`config.mk`:
```
export PLATFORM = sky130hd
export DESIGN_NAME = pinned_lru_data_cache_policy_flat
export DESIGN_NICKNAME = d
export VERILOG_FILES = /design/src/plc_pkg.sv /design/src/plc_ifs.sv /design/src/pinned_lru_data_cache_policy.sv /design/src/plc_cell.sv /design/src/flat_wrapper.sv
export SDC_FILE = /design/constraint.sdc
export NUM_CORES = 1
export LEC_CHECK = 0
export BUFFER_PORTS_ARGS = -buffer_cell sky130_fd_sc_hd__buf_2
export CAP_MARGIN = 40
export CELL_PAD_IN_SITES_DETAIL_PLACEMENT = 0
export CELL_PAD_IN_SITES_GLOBAL_PLACEMENT = 1
export CORE_MARGIN = 1
export CORE_UTILIZATION = 51
export DETAILED_ROUTE_END_ITERATION = 10
export PLACE_DENSITY_LB_ADDON = 0.1
export SYNTH_ARGS = -nofsm -noshare
export SYNTH_HDL_FRONTEND = slang
export SYNTH_HIERARCHICAL = 1
export SYNTH_SLANG_ARGS = --single-unit
```
`constraint.sdc`:
```
create_clock -name clock -period 10.5 [get_ports clock]
set_input_delay 1.05 -clock clock [delete_from_list [all_inputs] [get_ports clock]]
set_output_delay 1.05 -clock clock [all_outputs]
set_load 0.02 [all_outputs]
```
`src/plc_pkg.sv`:
```
// Shared constants, codes and types of the pinned-LRU cache directory.
// Used by the channel interfaces, the slot cell and the top level.
package plc_pkg;

   // Default parameter values and the fixed limits of the parameter ranges.
   localparam int SLOTS_DEF      = 4;
   localparam int NAME_BYTES_DEF = 16;
   localparam int TYPES_DEF      = 8;
   localparam int SLOTS_MAX      = 16;

   // Field widths.
   localparam int SLOT_IDX_W = $clog2(SLOTS_MAX);
   localparam int RANK_W     = $clog2(SLOTS_MAX + 2);
   localparam int PIN_W      = 8;
   localparam int TYPE_W     = 3;
   localparam int NAME_W     = 128;
   localparam int SIZE_W     = 32;
   localparam int KIND_W     = 2;
   localparam int STATUS_W   = 2;
   localparam int SEL_W      = 2;

   localparam logic [PIN_W-1:0]  PIN_MAX        = '1;
   localparam logic [SIZE_W-1:0] MAX_SIZE_RESET = 32'd8192;

   // Request kinds.
   localparam logic [KIND_W-1:0] KIND_OPEN  = 2'd0;
   localparam logic [KIND_W-1:0] KIND_CLOSE = 2'd1;
   localparam logic [KIND_W-1:0] KIND_INVAL = 2'd2;

   // Response status codes.
   localparam logic [STATUS_W-1:0] STAT_HIT        = 2'd0;
   localparam logic [STATUS_W-1:0] STAT_FILLED     = 2'd1;
   localparam logic [STATUS_W-1:0] STAT_NOT_CACHED = 2'd2;
   localparam logic [STATUS_W-1:0] STAT_DONE       = 2'd3;

   // Update operations broadcast to the cells.
   localparam logic [2:0] OP_NONE  = 3'd0;
   localparam logic [2:0] OP_TOUCH = 3'd1;
   localparam logic [2:0] OP_FILL  = 3'd2;
   localparam logic [2:0] OP_DROP  = 3'd3;
   localparam logic [2:0] OP_CLOSE = 3'd4;
   localparam logic [2:0] OP_INVAL = 3'd5;

   // Lookup result handed from cell to cell during the scan.
   typedef struct packed {
      logic                  hit;
      logic [SLOT_IDX_W-1:0] hit_idx;
      logic [RANK_W-1:0]     hit_rank;
      logic                  victim;
      logic [SLOT_IDX_W-1:0] victim_idx;
      logic [RANK_W-1:0]     best;
      logic                  had;
   } scan_carry_type;

   // Update command broadcast to every cell.
   typedef struct packed {
      logic [2:0]            op;
      logic [SLOT_IDX_W-1:0] idx;
      logic [RANK_W-1:0]     ref_rank;
   } apply_cmd_type;

endpackage

```
`src/plc_ifs.sv`:
```
// Valid/ready channel interfaces: request, response and register write.
// Depends on plc_pkg for the field widths.
interface plc_req_if;
   import plc_pkg::*;
   logic                valid;
   logic                ready;
   logic [KIND_W-1:0]   kind;
   logic [TYPE_W-1:0]   arc_type;
   logic [63:0]         name_hi;
   logic [63:0]         name_lo;
   logic [SIZE_W-1:0]   item_size;
   logic                load_ok;
   logic [SEL_W-1:0]    slot;

   modport source (output valid, kind, arc_type, name_hi, name_lo, item_size, load_ok, slot,
                   input ready);
   modport sink   (input valid, kind, arc_type, name_hi, name_lo, item_size, load_ok, slot,
                   output ready);
endinterface

interface plc_rsp_if;
   import plc_pkg::*;
   logic                valid;
   logic                ready;
   logic [STATUS_W-1:0] status;
   logic [SEL_W-1:0]    slot_used;
   logic                evicted;

   modport source (output valid, status, slot_used, evicted, input ready);
   modport sink   (input valid, status, slot_used, evicted, output ready);
endinterface

interface plc_csr_if;
   import plc_pkg::*;
   logic                valid;
   logic                ready;
   logic [SIZE_W-1:0]   data;

   modport source (output valid, data, input ready);
   modport sink   (input valid, data, output ready);
endinterface

```
`src/pinned_lru_data_cache_policy.sv`:
```
// Top level of the pinned-LRU cache directory: request sequencing, size limit
// register, response register and the row of slot cells.
// Depends on plc_pkg, plc_ifs and plc_cell.
//
// Sequencing: an accepted request beat is registered, the lookup token then walks the cell row
// through the register of each slot, and the update and response write follow once the token leaves
// the row and the response register is free. A new request is taken only after that, while idle.
// Reset: all slots empty with rank and pin count zero, size limit 8192; no clearing pass.
module pinned_lru_data_cache_policy #(
   parameter int SLOTS      = plc_pkg::SLOTS_DEF,
   parameter int NAME_BYTES = plc_pkg::NAME_BYTES_DEF,
   parameter int TYPES      = plc_pkg::TYPES_DEF
) (
   input  logic     clock,
   input  logic     reset,
   plc_req_if.sink   req_bus,
   plc_rsp_if.source rsp_bus,
   plc_csr_if.sink   csr_bus
);
   import plc_pkg::*;

   localparam int   KEY_W    = NAME_BYTES * 8;
   localparam logic ST_IDLE  = 1'b0;
   localparam logic ST_BUSY  = 1'b1;

   logic                  state_ff, state_in;
   logic [SIZE_W-1:0]     max_size_ff;
   logic [KIND_W-1:0]     kind_ff;
   logic [TYPE_W-1:0]     type_ff;
   logic [KEY_W-1:0]      key_ff;
   logic                  load_ok_ff;
   logic [SEL_W-1:0]      sel_ff;
   logic                  eligible_ff;
   logic                  go_ff;
   logic                  done_ff, done_in;
   logic                  rsp_valid_ff, rsp_valid_in;
   logic [STATUS_W-1:0]   status_ff;
   logic [SLOT_IDX_W-1:0] used_ff;
   logic                  evicted_ff;

   logic [NAME_W-1:0]     full_name;
   logic                  req_fire;
   logic                  chain_done;
   logic                  out_free;
   logic                  apply_fire;
   logic [STATUS_W-1:0]   status_nx;
   logic [SLOT_IDX_W-1:0] used_nx;
   logic                  evicted_nx;
   apply_cmd_type         cmd_nx;
   apply_cmd_type         cmd;
   scan_carry_type        fc;

   logic           go_w    [SLOTS+1];
   scan_carry_type carry_w [SLOTS+1];

   // Size limit register; writes are to come only while idle, a rule the block itself does not enforce.
   assign csr_bus.ready = 1'b1;
   always_ff @(posedge clock) begin
      if (reset) begin
         max_size_ff <= MAX_SIZE_RESET;
      end else if (csr_bus.valid) begin
         max_size_ff <= csr_bus.data;
      end
   end

   // Request capture.
   assign req_bus.ready = (state_ff == ST_IDLE);
   assign req_fire      = req_bus.valid && req_bus.ready;
   assign full_name     = {req_bus.name_hi, req_bus.name_lo};

   always_ff @(posedge clock) begin
      if (req_fire) begin
         kind_ff     <= req_bus.kind;
         type_ff     <= req_bus.arc_type;
         key_ff      <= full_name[NAME_W-1 -: KEY_W];
         load_ok_ff  <= req_bus.load_ok;
         sel_ff      <= req_bus.slot;
         eligible_ff <= (req_bus.item_size <= max_size_ff) &&
                        (32'(req_bus.arc_type) < 32'(TYPES));
      end
   end

   // Cell row: a lookup token enters slot 0 and walks to the last slot.
   assign go_w[0]               = go_ff;
   assign carry_w[0].hit        = 1'b0;
   assign carry_w[0].hit_idx    = '0;
   assign carry_w[0].hit_rank   = '0;
   assign carry_w[0].victim     = 1'b0;
   assign carry_w[0].victim_idx = '0;
   assign carry_w[0].best       = RANK_W'(SLOTS + 1);
   assign carry_w[0].had        = 1'b0;

   for (genvar i = 0; i < SLOTS; i++) begin : g_cell
      plc_cell #(
         .SLOTS    (SLOTS),
         .KEY_W    (KEY_W),
         .CELL_IDX (i)
      ) u_cell (
         .clock     (clock),
         .reset     (reset),
         .go_in     (go_w[i]),
         .carry_in  (carry_w[i]),
         .go_out    (go_w[i+1]),
         .carry_out (carry_w[i+1]),
         .q_type    (type_ff),
         .q_key     (key_ff),
         .cmd       (cmd)
      );
   end

   assign fc         = carry_w[SLOTS];
   assign chain_done = go_w[SLOTS] || done_ff;
   assign out_free   = !rsp_valid_ff || rsp_bus.ready;
   assign apply_fire = (state_ff == ST_BUSY) && chain_done && out_free;

   // Decide the update and the response from the scan result.
   always_comb begin
      cmd_nx.op       = OP_NONE;
      cmd_nx.idx      = '0;
      cmd_nx.ref_rank = '0;
      status_nx       = STAT_DONE;
      used_nx         = '0;
      evicted_nx      = 1'b0;
      unique case (kind_ff)
         KIND_OPEN: begin
            status_nx = STAT_NOT_CACHED;
            if (eligible_ff) begin
               if (fc.hit) begin
                  cmd_nx.op       = OP_TOUCH;
                  cmd_nx.idx      = fc.hit_idx;
                  cmd_nx.ref_rank = fc.hit_rank;
                  status_nx       = STAT_HIT;
                  used_nx         = fc.hit_idx;
               end else if (fc.victim) begin
                  cmd_nx.idx = fc.victim_idx;
                  if (load_ok_ff) begin
                     cmd_nx.op  = OP_FILL;
                     status_nx  = STAT_FILLED;
                     used_nx    = fc.victim_idx;
                     evicted_nx = fc.had;
                  end else begin
                     cmd_nx.op = OP_DROP;
                  end
               end
            end
         end
         KIND_CLOSE: begin
            if (32'(sel_ff) < 32'(SLOTS)) begin
               cmd_nx.op  = OP_CLOSE;
               cmd_nx.idx = SLOT_IDX_W'(sel_ff);
            end
         end
         KIND_INVAL: begin
            if (32'(type_ff) < 32'(TYPES)) begin
               cmd_nx.op = OP_INVAL;
            end
         end
         default: begin
         end
      endcase
   end

   // The command reaches the cells only in the cycle the response is written.
   always_comb begin
      cmd = cmd_nx;
      if (!apply_fire) begin
         cmd.op = OP_NONE;
      end
   end

   // Sequencer and response register.
   always_comb begin
      state_in     = state_ff;
      done_in      = done_ff;
      rsp_valid_in = rsp_valid_ff;
      if (rsp_bus.ready) begin
         rsp_valid_in = 1'b0;
      end
      if (req_fire) begin
         state_in = ST_BUSY;
      end
      if (go_w[SLOTS]) begin
         done_in = 1'b1;
      end
      if (apply_fire) begin
         state_in     = ST_IDLE;
         done_in      = 1'b0;
         rsp_valid_in = 1'b1;
      end
   end

   always_ff @(posedge clock) begin
      if (reset) begin
         state_ff     <= ST_IDLE;
         go_ff        <= 1'b0;
         done_ff      <= 1'b0;
         rsp_valid_ff <= 1'b0;
      end else begin
         state_ff     <= state_in;
         go_ff        <= req_fire;
         done_ff      <= done_in;
         rsp_valid_ff <= rsp_valid_in;
      end
      if (apply_fire) begin
         status_ff  <= status_nx;
         used_ff    <= used_nx;
         evicted_ff <= evicted_nx;
      end
   end

   assign rsp_bus.valid     = rsp_valid_ff;
   assign rsp_bus.status    = status_ff;
   assign rsp_bus.slot_used = used_ff[SEL_W-1:0];
   assign rsp_bus.evicted   = evicted_ff;

   // An accepted request keeps the block busy in the next cycle.
   a_busy_after_accept: assert property (@(posedge clock) disable iff (reset)
      req_fire |=> (state_ff == ST_BUSY) && !req_bus.ready)
      else $error("block idle right after a request beat");

   // A new response appears only when a request was being worked on.
   a_rsp_from_busy: assert property (@(posedge clock) disable iff (reset)
      $rose(rsp_valid_ff) |-> $past(state_ff == ST_BUSY))
      else $error("response without a request");

   // Only a fill can report an eviction.
   a_evict_only_fill: assert property (@(posedge clock) disable iff (reset)
      rsp_valid_ff && (status_ff != STAT_FILLED) |-> !evicted_ff)
      else $error("eviction reported without a fill");

   // The lookup token leaves the row only while a request is in flight.
   a_token_busy: assert property (@(posedge clock) disable iff (reset)
      go_w[SLOTS] |-> state_ff == ST_BUSY)
      else $error("scan finished with no request in flight");

endmodule

```
`src/plc_cell.sv`:
```
// One directory slot: rank, pin count and key, plus one stage of the lookup scan.
// Depends on plc_pkg for the scan carry and update command types.
module plc_cell #(
   parameter int SLOTS    = plc_pkg::SLOTS_DEF,
   parameter int KEY_W    = plc_pkg::NAME_BYTES_DEF * 8,
   parameter int CELL_IDX = 0
) (
   input  logic                          clock,
   input  logic                          reset,
   input  logic                          go_in,
   input  plc_pkg::scan_carry_type       carry_in,
   output logic                          go_out,
   output plc_pkg::scan_carry_type       carry_out,
   input  logic [plc_pkg::TYPE_W-1:0]    q_type,
   input  logic [KEY_W-1:0]              q_key,
   input  plc_pkg::apply_cmd_type        cmd
);
   import plc_pkg::*;

   localparam logic [SLOT_IDX_W-1:0] ME       = SLOT_IDX_W'(CELL_IDX);
   localparam logic [RANK_W-1:0]     TOP_RANK = RANK_W'(SLOTS);

   logic [RANK_W-1:0] rank_ff, rank_in;
   logic [PIN_W-1:0]  pin_ff, pin_in;
   logic              holds_ff, holds_in;
   logic [TYPE_W-1:0] type_ff, type_in;
   logic [KEY_W-1:0]  key_ff, key_in;
   logic              go_ff;
   scan_carry_type    carry_ff, carry_in_nx;
   logic              match;
   logic              selected;

   assign selected = (cmd.idx == ME);
   assign match    = (rank_ff != '0) && (type_ff == q_type) && (key_ff == q_key);

   // Scan stage: take the hit or improve the victim choice, unless an earlier slot hit.
   always_comb begin
      carry_in_nx = carry_in;
      if (!carry_in.hit) begin
         if (match) begin
            carry_in_nx.hit      = 1'b1;
            carry_in_nx.hit_idx  = ME;
            carry_in_nx.hit_rank = rank_ff;
         end else if ((pin_ff == '0) && (rank_ff < carry_in.best)) begin
            carry_in_nx.victim     = 1'b1;
            carry_in_nx.victim_idx = ME;
            carry_in_nx.best       = rank_ff;
            carry_in_nx.had        = holds_ff;
         end
      end
   end

   always_ff @(posedge clock) begin
      if (reset) begin
         go_ff <= 1'b0;
      end else begin
         go_ff <= go_in;
      end
      if (go_in) begin
         carry_ff <= carry_in_nx;
      end
   end

   assign go_out    = go_ff;
   assign carry_out = carry_ff;

   // Slot update from the broadcast command.
   always_comb begin
      rank_in  = rank_ff;
      pin_in   = pin_ff;
      holds_in = holds_ff;
      type_in  = type_ff;
      key_in   = key_ff;
      case (cmd.op) inside
         OP_TOUCH, OP_FILL: begin
            if (selected) begin
               rank_in = TOP_RANK;
               if (pin_ff != PIN_MAX) begin
                  pin_in = pin_ff + PIN_W'(1);
               end
               if (cmd.op == OP_FILL) begin
                  holds_in = 1'b1;
                  type_in  = q_type;
                  key_in   = q_key;
               end
            end else if (rank_ff > cmd.ref_rank) begin
               rank_in = rank_ff - RANK_W'(1);
            end
         end
         OP_DROP: begin
            if (selected) begin
               rank_in  = '0;
               holds_in = 1'b0;
            end
         end
         OP_CLOSE: begin
            if (selected && (pin_ff != '0)) begin
               pin_in = pin_ff - PIN_W'(1);
            end
         end
         OP_INVAL: begin
            if (type_ff == q_type) begin
               rank_in = '0;
            end
         end
         default: begin
         end
      endcase
   end

   always_ff @(posedge clock) begin
      if (reset) begin
         rank_ff  <= '0;
         pin_ff   <= '0;
         holds_ff <= 1'b0;
      end else begin
         rank_ff  <= rank_in;
         pin_ff   <= pin_in;
         holds_ff <= holds_in;
      end
      type_ff <= type_in;
      key_ff  <= key_in;
   end

   // The rank never exceeds the slot count.
   a_rank_bound: assert property (@(posedge clock) disable iff (reset)
      rank_ff <= TOP_RANK)
      else $error("slot rank above slot count");

   // A touched or filled slot becomes most recent.
   a_touch_top: assert property (@(posedge clock) disable iff (reset)
      selected && ((cmd.op == OP_TOUCH) || (cmd.op == OP_FILL)) |=> rank_ff == TOP_RANK)
      else $error("touched slot is not most recent");

   // A release of a pinned slot lowers its pin count by one.
   a_close_dec: assert property (@(posedge clock) disable iff (reset)
      selected && (cmd.op == OP_CLOSE) && (pin_ff != '0) |=> pin_ff == $past(pin_ff) - PIN_W'(1))
      else $error("release did not lower the pin count");

endmodule

```
`src/flat_wrapper.sv`:
```
// flat-port wrapper written by rule: the top's interface ports become plain ports
module pinned_lru_data_cache_policy_flat import plc_pkg::*;
#(
   parameter int SLOTS      = plc_pkg::SLOTS_DEF,
   parameter int NAME_BYTES = plc_pkg::NAME_BYTES_DEF,
   parameter int TYPES      = plc_pkg::TYPES_DEF
)
  (clock, reset, req_bus_valid, req_bus_kind, req_bus_arc_type, req_bus_name_hi, req_bus_name_lo, req_bus_item_size, req_bus_load_ok, req_bus_slot, req_bus_ready, rsp_bus_valid, rsp_bus_status, rsp_bus_slot_used, rsp_bus_evicted, rsp_bus_ready, csr_bus_valid, csr_bus_data, csr_bus_ready);
  plc_req_if req_bus_i ();
  plc_rsp_if rsp_bus_i ();
  plc_csr_if csr_bus_i ();
  input  logic clock;
  input  logic reset;
  input wire logic [$bits(req_bus_i.valid)-1:0] req_bus_valid;
  input wire logic [$bits(req_bus_i.kind)-1:0] req_bus_kind;
  input wire logic [$bits(req_bus_i.arc_type)-1:0] req_bus_arc_type;
  input wire logic [$bits(req_bus_i.name_hi)-1:0] req_bus_name_hi;
  input wire logic [$bits(req_bus_i.name_lo)-1:0] req_bus_name_lo;
  input wire logic [$bits(req_bus_i.item_size)-1:0] req_bus_item_size;
  input wire logic [$bits(req_bus_i.load_ok)-1:0] req_bus_load_ok;
  input wire logic [$bits(req_bus_i.slot)-1:0] req_bus_slot;
  output wire logic [$bits(req_bus_i.ready)-1:0] req_bus_ready;
  output wire logic [$bits(rsp_bus_i.valid)-1:0] rsp_bus_valid;
  output wire logic [$bits(rsp_bus_i.status)-1:0] rsp_bus_status;
  output wire logic [$bits(rsp_bus_i.slot_used)-1:0] rsp_bus_slot_used;
  output wire logic [$bits(rsp_bus_i.evicted)-1:0] rsp_bus_evicted;
  input wire logic [$bits(rsp_bus_i.ready)-1:0] rsp_bus_ready;
  input wire logic [$bits(csr_bus_i.valid)-1:0] csr_bus_valid;
  input wire logic [$bits(csr_bus_i.data)-1:0] csr_bus_data;
  output wire logic [$bits(csr_bus_i.ready)-1:0] csr_bus_ready;
  assign req_bus_i.valid = req_bus_valid;
  assign req_bus_i.kind = req_bus_kind;
  assign req_bus_i.arc_type = req_bus_arc_type;
  assign req_bus_i.name_hi = req_bus_name_hi;
  assign req_bus_i.name_lo = req_bus_name_lo;
  assign req_bus_i.item_size = req_bus_item_size;
  assign req_bus_i.load_ok = req_bus_load_ok;
  assign req_bus_i.slot = req_bus_slot;
  assign req_bus_ready = req_bus_i.ready;
  assign rsp_bus_valid = rsp_bus_i.valid;
  assign rsp_bus_status = rsp_bus_i.status;
  assign rsp_bus_slot_used = rsp_bus_i.slot_used;
  assign rsp_bus_evicted = rsp_bus_i.evicted;
  assign rsp_bus_i.ready = rsp_bus_ready;
  assign csr_bus_i.valid = csr_bus_valid;
  assign csr_bus_i.data = csr_bus_data;
  assign csr_bus_ready = csr_bus_i.ready;
  pinned_lru_data_cache_policy #(.SLOTS(SLOTS), .NAME_BYTES(NAME_BYTES), .TYPES(TYPES)) u_core (.clock(clock), .reset(reset), .req_bus(req_bus_i), .rsp_bus(rsp_bus_i), .csr_bus(csr_bus_i));
endmodule
```
==> impl_metrics.json, run 1 <==
{
  "vias": 20600,
  "p_leak_nw": 14.5,
  "area_growth_pct": 15.0,
  "hp-class": "flip-flop to flip-flop",
  "avgSynthCellArea_sq_um": 14.7,
  "status": "complete, no violations",
  "setup_violations": 0,
  "max_clock_freq_ghz": 0.220,
  "io_pins": 213,
  "grt_max_degree": 139,
  "layout_common_cells": "edfxtp_1 (745), xnor2_1 (290), buf_2 (213), xor2_1 (195), inv_1 (162)",
  "slowest_delay_ns": 0.78,
  "clkSinkCount": 841,
  "crit_fanout": 22,
  "die_w_um": 267,
  "grt_pass1_vias": 20300,
  "hold_violations": 0,
  "cts_htree_levels": 3,
  "cts_tree": "done",
  "fin_area_sq_mm": 0.0412,
  "rows": 96,
  "die_h_um": 267,
  "power_density_mw_per_mm2": 173,
  "end_kind": "flip-flop",
  "dp_hpwl_mm": 59.0,
  "finalSetupTns_ns": 0,
  "portBuffers": 211,
  "clock_latency_ns": 0.62,
  "tightest_slew_ns": 1.05,
  "finalNetCount": 3066,
  "vias_per_cell": 5.44,
  "ys_warn_count": 6,
  "ant_nets": 0,
  "period_needed_ns": 4.55,
  "cts_resized": 0,
  "placed_area_sq_mm": 0.0384,
  "slew_headroom_pct": 30.2,
  "crit_slowest_cell": "and3_1",
  "final_common_cell": "edfxtp_1",
  "drt-initial-drc-count": 1557,
  "crit_path_start_kind": "input port",
  "drcViolationCount": 0,
  "gp_congestion": 0.904,
  "core-area_sq_mm": 0.0691,
  "dr.pass1.iters": 5,
  "ir_drop_uv": 175,
  "critPathKind": "input port to flip-flop",
  "path_cells": "buf_2 -> nand2b_1 -> nor2b_1 -> and3_1 -> xnor2_1 -> nor2_1 -> xnor2_1 -> ha_1 -> nor2_1 -> o21ai_0 -> or4b_2 -> o21ai_0 -> nor2b_1 -> nor2_1 -> a311oi_1",
  "rsz0062_at_grt": "false",
  "crit_path_frequent_cell": "nor2_1",
  "synth_area_sq_mm": 0.0358,
  "required_ns": 11.01,
  "wl_per_cell_um": 22.1,
  "grt_use_total_pct": 23.7,
  "synthCells": 2442,
  "grt_pass1_wl_mm": 125,
  "cts.reportedPaths.clkPinSlew_ns": 0.06,
  "gr-total-overflow": 0,
  "min_period_over_period_pct": 43.3,
  "initial_core_util_pct": 51.9,
  "cts-root-buf": "clkbuf_16",
  "cap_violations": 0,
  "dieArea_sq_mm": 0.0713,
  "finalMaxSlewViolations": 0,
  "clockBufferDepth": 3,
  "cts_hold_buf": 0,
  "cts_made_buffers": 89,
  "antenna_found_initial": 4,
  "layout-drive-gt1-share_pct": 15.3,
  "crit_arrival_ns": 5.06,
  "wl_mm": 83.6,
  "cts_setup_buffers": 0,
  "p_total_w": 0.00712,
  "finClkSkew_ns": 0.0203
}
-- flip-flops by register name (all words and copies together) (netlist names), 12 cells and up --
name and cells:
u_core/max_size_ff 32, u_core/g_cell.u_cell/type_ff 12, u_core/g_cell.u_cell/pin_ff 32, u_core/g_cell.u_cell/carry_out 79
u_core/g_cell.u_cell/rank_ff 20, u_core/key_ff 128, u_core/g_cell.u_cell/key_ff 512
-- stage by stage --
| step | hold WS (ns) | cells | worst slack (ns) | utilization, % |
|---|---|---|---|---|
| finish | 0.489 | 3778 | 5.95 | 59.6 |
| floorplan | 0.451 | 2468 | 2.01 | - |
| detailed placement | 0.479 | 3619 | 5.44 | 55.6 |
| CTS | 0.487 | 3774 | 5.97 | 59.6 |
| global placement | 0.474 | 3613 | 5.54 | 55.4 |
| global route | 0.513 | 3777 | 5.60 | 59.6 |
-- routing by layer --
layer / vias to the layer above / part of all wire [%] / global-route usage, %
met5: - / 0 / 0
met4: 0 / 2.9 / 8.17
li1: 9684 / - / -
met3: 129 / 4.2 / 2.99
met2: 488 / 51 / 41.6
met1: 10300 / 42 / 30.3
-- final timing paths --
path	startpoint	end	slack (ns)	cells after the start
worst max-delay path	rsp_bus_ready	u_core/g_cell[2].u_cell/pin_ff[6]	5.95	15
worst min-delay path	u_core/g_cell[3].u_cell/go_out	u_core/done_ff	0.49	2
worst max register to register	u_core/state_ff	u_core/g_cell[2].u_cell/pin_ff[6]	6.03	14
worst min register to register	u_core/g_cell[3].u_cell/go_out	u_core/done_ff	0.49	2
-- power by group --
group / switching (W) / internal, W / leakage (nW)
clock network: 0.00125 / 0.00181 / 1.36
logic: 0.000144 / 0.000129 / 5.59
registers: 0.000101 / 0.00369 / 7.56
-- layout make-up --
class | count | area [sq um]
Fill cell | 5380 | 27900
Sequential cell | 841 | 24300
Multi-Input combinational cell | 1438 | 10900
Clock buffer | 120 | 2430
Timing Repair Buffer | 247 | 1410
Tap cell | 931 | 1160
Inverter | 162 | 608
Clock inverter | 35 | 374
Antenna cell | 4 | 10.0
-- critical path: cells and delay by family --
kind	cells	cell delay [ns]
xor gates and xnor gates	2	0.38
buffers and inverters	1	0.07
and+or+nand+nor	8	2.83
AOI/OAI and AO/OA	3	0.50
adders and majority gates	1	0.23
No activity file was read; power rests on OpenSTA's default activity.
==> inputs of run 2 (changes only) <==
--- a/config.mk
+++ b/config.mk
@@ -10,7 +10,7 @@
 export CELL_PAD_IN_SITES_DETAIL_PLACEMENT = 0
 export CELL_PAD_IN_SITES_GLOBAL_PLACEMENT = 1
 export CORE_MARGIN = 1
-export CORE_UTILIZATION = 51
+export CORE_UTILIZATION = 46
 export DETAILED_ROUTE_END_ITERATION = 10
 export PLACE_DENSITY_LB_ADDON = 0.1
 export SYNTH_ARGS = -nofsm -noshare
==> constraint.sdc (replaced) <==
create_clock -name clock -period 3.9 [get_ports clock]
set_input_delay 0.39 -clock clock [delete_from_list [all_inputs] [get_ports clock]]
set_output_delay 0.39 -clock clock [all_outputs]
set_load 0.02 [all_outputs]
==> run 2 against run 1 <==
Compared with the run above: hold slack got worse by 0.31 ns; critical endpoint is now u_core/g_cell[1].u_cell/pin_ff[6]; clock power rose to 2.8 times the previous value; global-route usage fell by 0.53 points; register-to-register slack got worse by 5.7 ns; critical path depth fell by 1.
==> impl_metrics.json, run 2 (synthesis gave the netlist of run 1 again) <==
{
  "grt_max_degree": 75,
  "status": "complete, no violations",
  "final_common_cell": "edfxtp_1",
  "wl_mm": 90.1,
  "gr-total-overflow": 0,
  "drt-initial-drc-count": 1533,
  "io_pins": 213,
  "power_density_mw_per_mm2": 449,
  "hp-class": "input port to flip-flop",
  "crit_arrival_ns": 4.14,
  "period_needed_ns": 3.59,
  "area_growth_pct": 21.7,
  "fill_cells": 6165,
  "dp_hpwl_mm": 64.5,
  "ir_drop_uv": 446,
  "initial_core_util_pct": 46.8,
  "crit_path_frequent_cell": "nor2_1",
  "crit_slowest_cell": "or4b_2",
  "crit_family": "simple AND/OR/NAND/NOR gates",
  "required_ns": 4.45,
  "dieArea_sq_mm": 0.0790,
  "cap_violations": 0,
  "tightest_slew_ns": 0.958,
  "min_period_over_period_pct": 92.1,
  "largest_reg_flops": 512,
  "cts_resized": 0,
  "antenna_found_initial": 4,
  "fin_area_sq_mm": 0.0436,
  "utilization_pct": 57.0,
  "die_h_um": 281,
  "p_leak_nw": 15.6,
  "max_clock_freq_ghz": 0.279,
  "cts_htree_levels": 3,
  "placed_area_sq_mm": 0.0389,
  "clock_latency_ns": 0.65,
  "layout-drive-gt1-share_pct": 16.5,
  "vias_per_cell": 5.20,
  "setup_violations": 0,
  "cts-root-buf": "clkbuf_16",
  "end_kind": "flip-flop",
  "crit_fanout": 21,
  "slew_headroom_pct": 35.6,
  "ant_nets": 0,
  "cts_tree": "done",
  "seq_area_sq_mm": 0.0243,
  "slowest_delay_ns": 0.65,
  "drcViolationCount": 0,
  "critPathKind": "flip-flop to flip-flop",
  "finalMaxSlewViolations": 0,
  "hp-start": "reset",
  "portBuffers": 211,
  "critPathBufInv": 1,
  "gp_congestion": 0.858,
  "layout_common_cells": "edfxtp_1 (745), xnor2_1 (290), buf_2 (212), xor2_1 (195), dlygate4sd3_1 (170)",
  "finalNetCount": 3287,
  "cts.reportedPaths.clkPinSlew_ns": 0.06,
  "hold_violations": 0,
  "timing.hold.ws_ns": 0.175,
  "wl_per_cell_um": 22.0,
  "die_w_um": 281,
  "cts_made_buffers": 91,
  "multiInputGateArea_sq_mm": 0.0109,
  "grt_pass1_wl_mm": 134,
  "p_total_w": 0.0196,
  "finClkSkew_ns": 0.0249,
  "r2r-start": "u_core/g_cell[3].u_cell/carry_out[20]",
  "worstSetupStartpoint": "u_core/g_cell[3].u_cell/carry_out[20]",
  "clkSinkCount": 841,
  "rsz0062_at_grt": "false",
  "crit_path_start_kind": "flip-flop",
  "rows": 101,
  "dr.pass1.iters": 5,
  "vias": 21300,
  "regMostFlops": "u_core/g_cell.u_cell/key_ff",
  "grt_pass1_vias": 21900,
  "grt_use_total_pct": 23.2,
  "clockBufferDepth": 3,
  "path_cells": "nor2b_1 -> and3_2 -> buf_4 -> xnor2_1 -> nor2_1 -> xnor2_1 -> ha_1 -> nor2_1 -> o21ai_0 -> or4b_2 -> o21ai_0 -> nor2b_1 -> nor2_1 -> a311oi_1",
  "core-area_sq_mm": 0.0765
}
[run 2: path summary, 6_finish.rpt]
kind / end / slack, ns / cells past startpoint
max: u_core/g_cell[1].u_cell/pin_ff[6] / 0.31 / 14
min: u_core/g_cell[3].u_cell/pin_ff[2] / 0.17 / 2
max reg2reg: u_core/g_cell[1].u_cell/pin_ff[6] / 0.31 / 14
min reg2reg: u_core/done_ff / 0.49 / 2
[run 2: power by group]
part           switching (W)  total, W  internal [W]
sequential          0.000258    0.0102       0.00994
combinational       0.000444  0.000919      0.000475
clock                0.00354   0.00847       0.00493
total                0.00424    0.0196        0.0153
[run 2: repair_timing]
| action | CTS | global route |
|---|---|---|
| endpoints found under the hold margin | 170 | 0 |
| setup buffers | 0 | 0 |
| hold buffers | 170 | 0 |
[run 2: metal layers]
layer  routed length, um  vias to the layer above  part of all wire (%)  track usage, %
li1                    -                    10100                     -               -
met2               45400                      516                    50            40.1
met4                3550                        0                   3.9            9.91
met5                   0                        -                     0               0
met1               37500                    10500                    42            29.1
met3                3650                      152                   4.1            3.11
[run 2: per-stage QoR]
stage	worst slack [ns]	TNS [ns]	cells
floorplan	-0.237	-73.49	2468
global placement	0.381	0	3764
detailed placement	0.309	0	3767
CTS	0.292	0	4102
global route	0.00653	0	4103
finish	0.310	0	4103
[run 2: area by class of cell]
type                    count  share of cell area, %
diodes                      1                0.00574
clock buffers             114                   5.61
clock inverters            51                   1.14
inverters                 162                   1.40
multi-input cells        1438                   25.0
flip-flops and latches    841                   55.7
well taps                1030                   2.96
repair buffers            466                   8.12
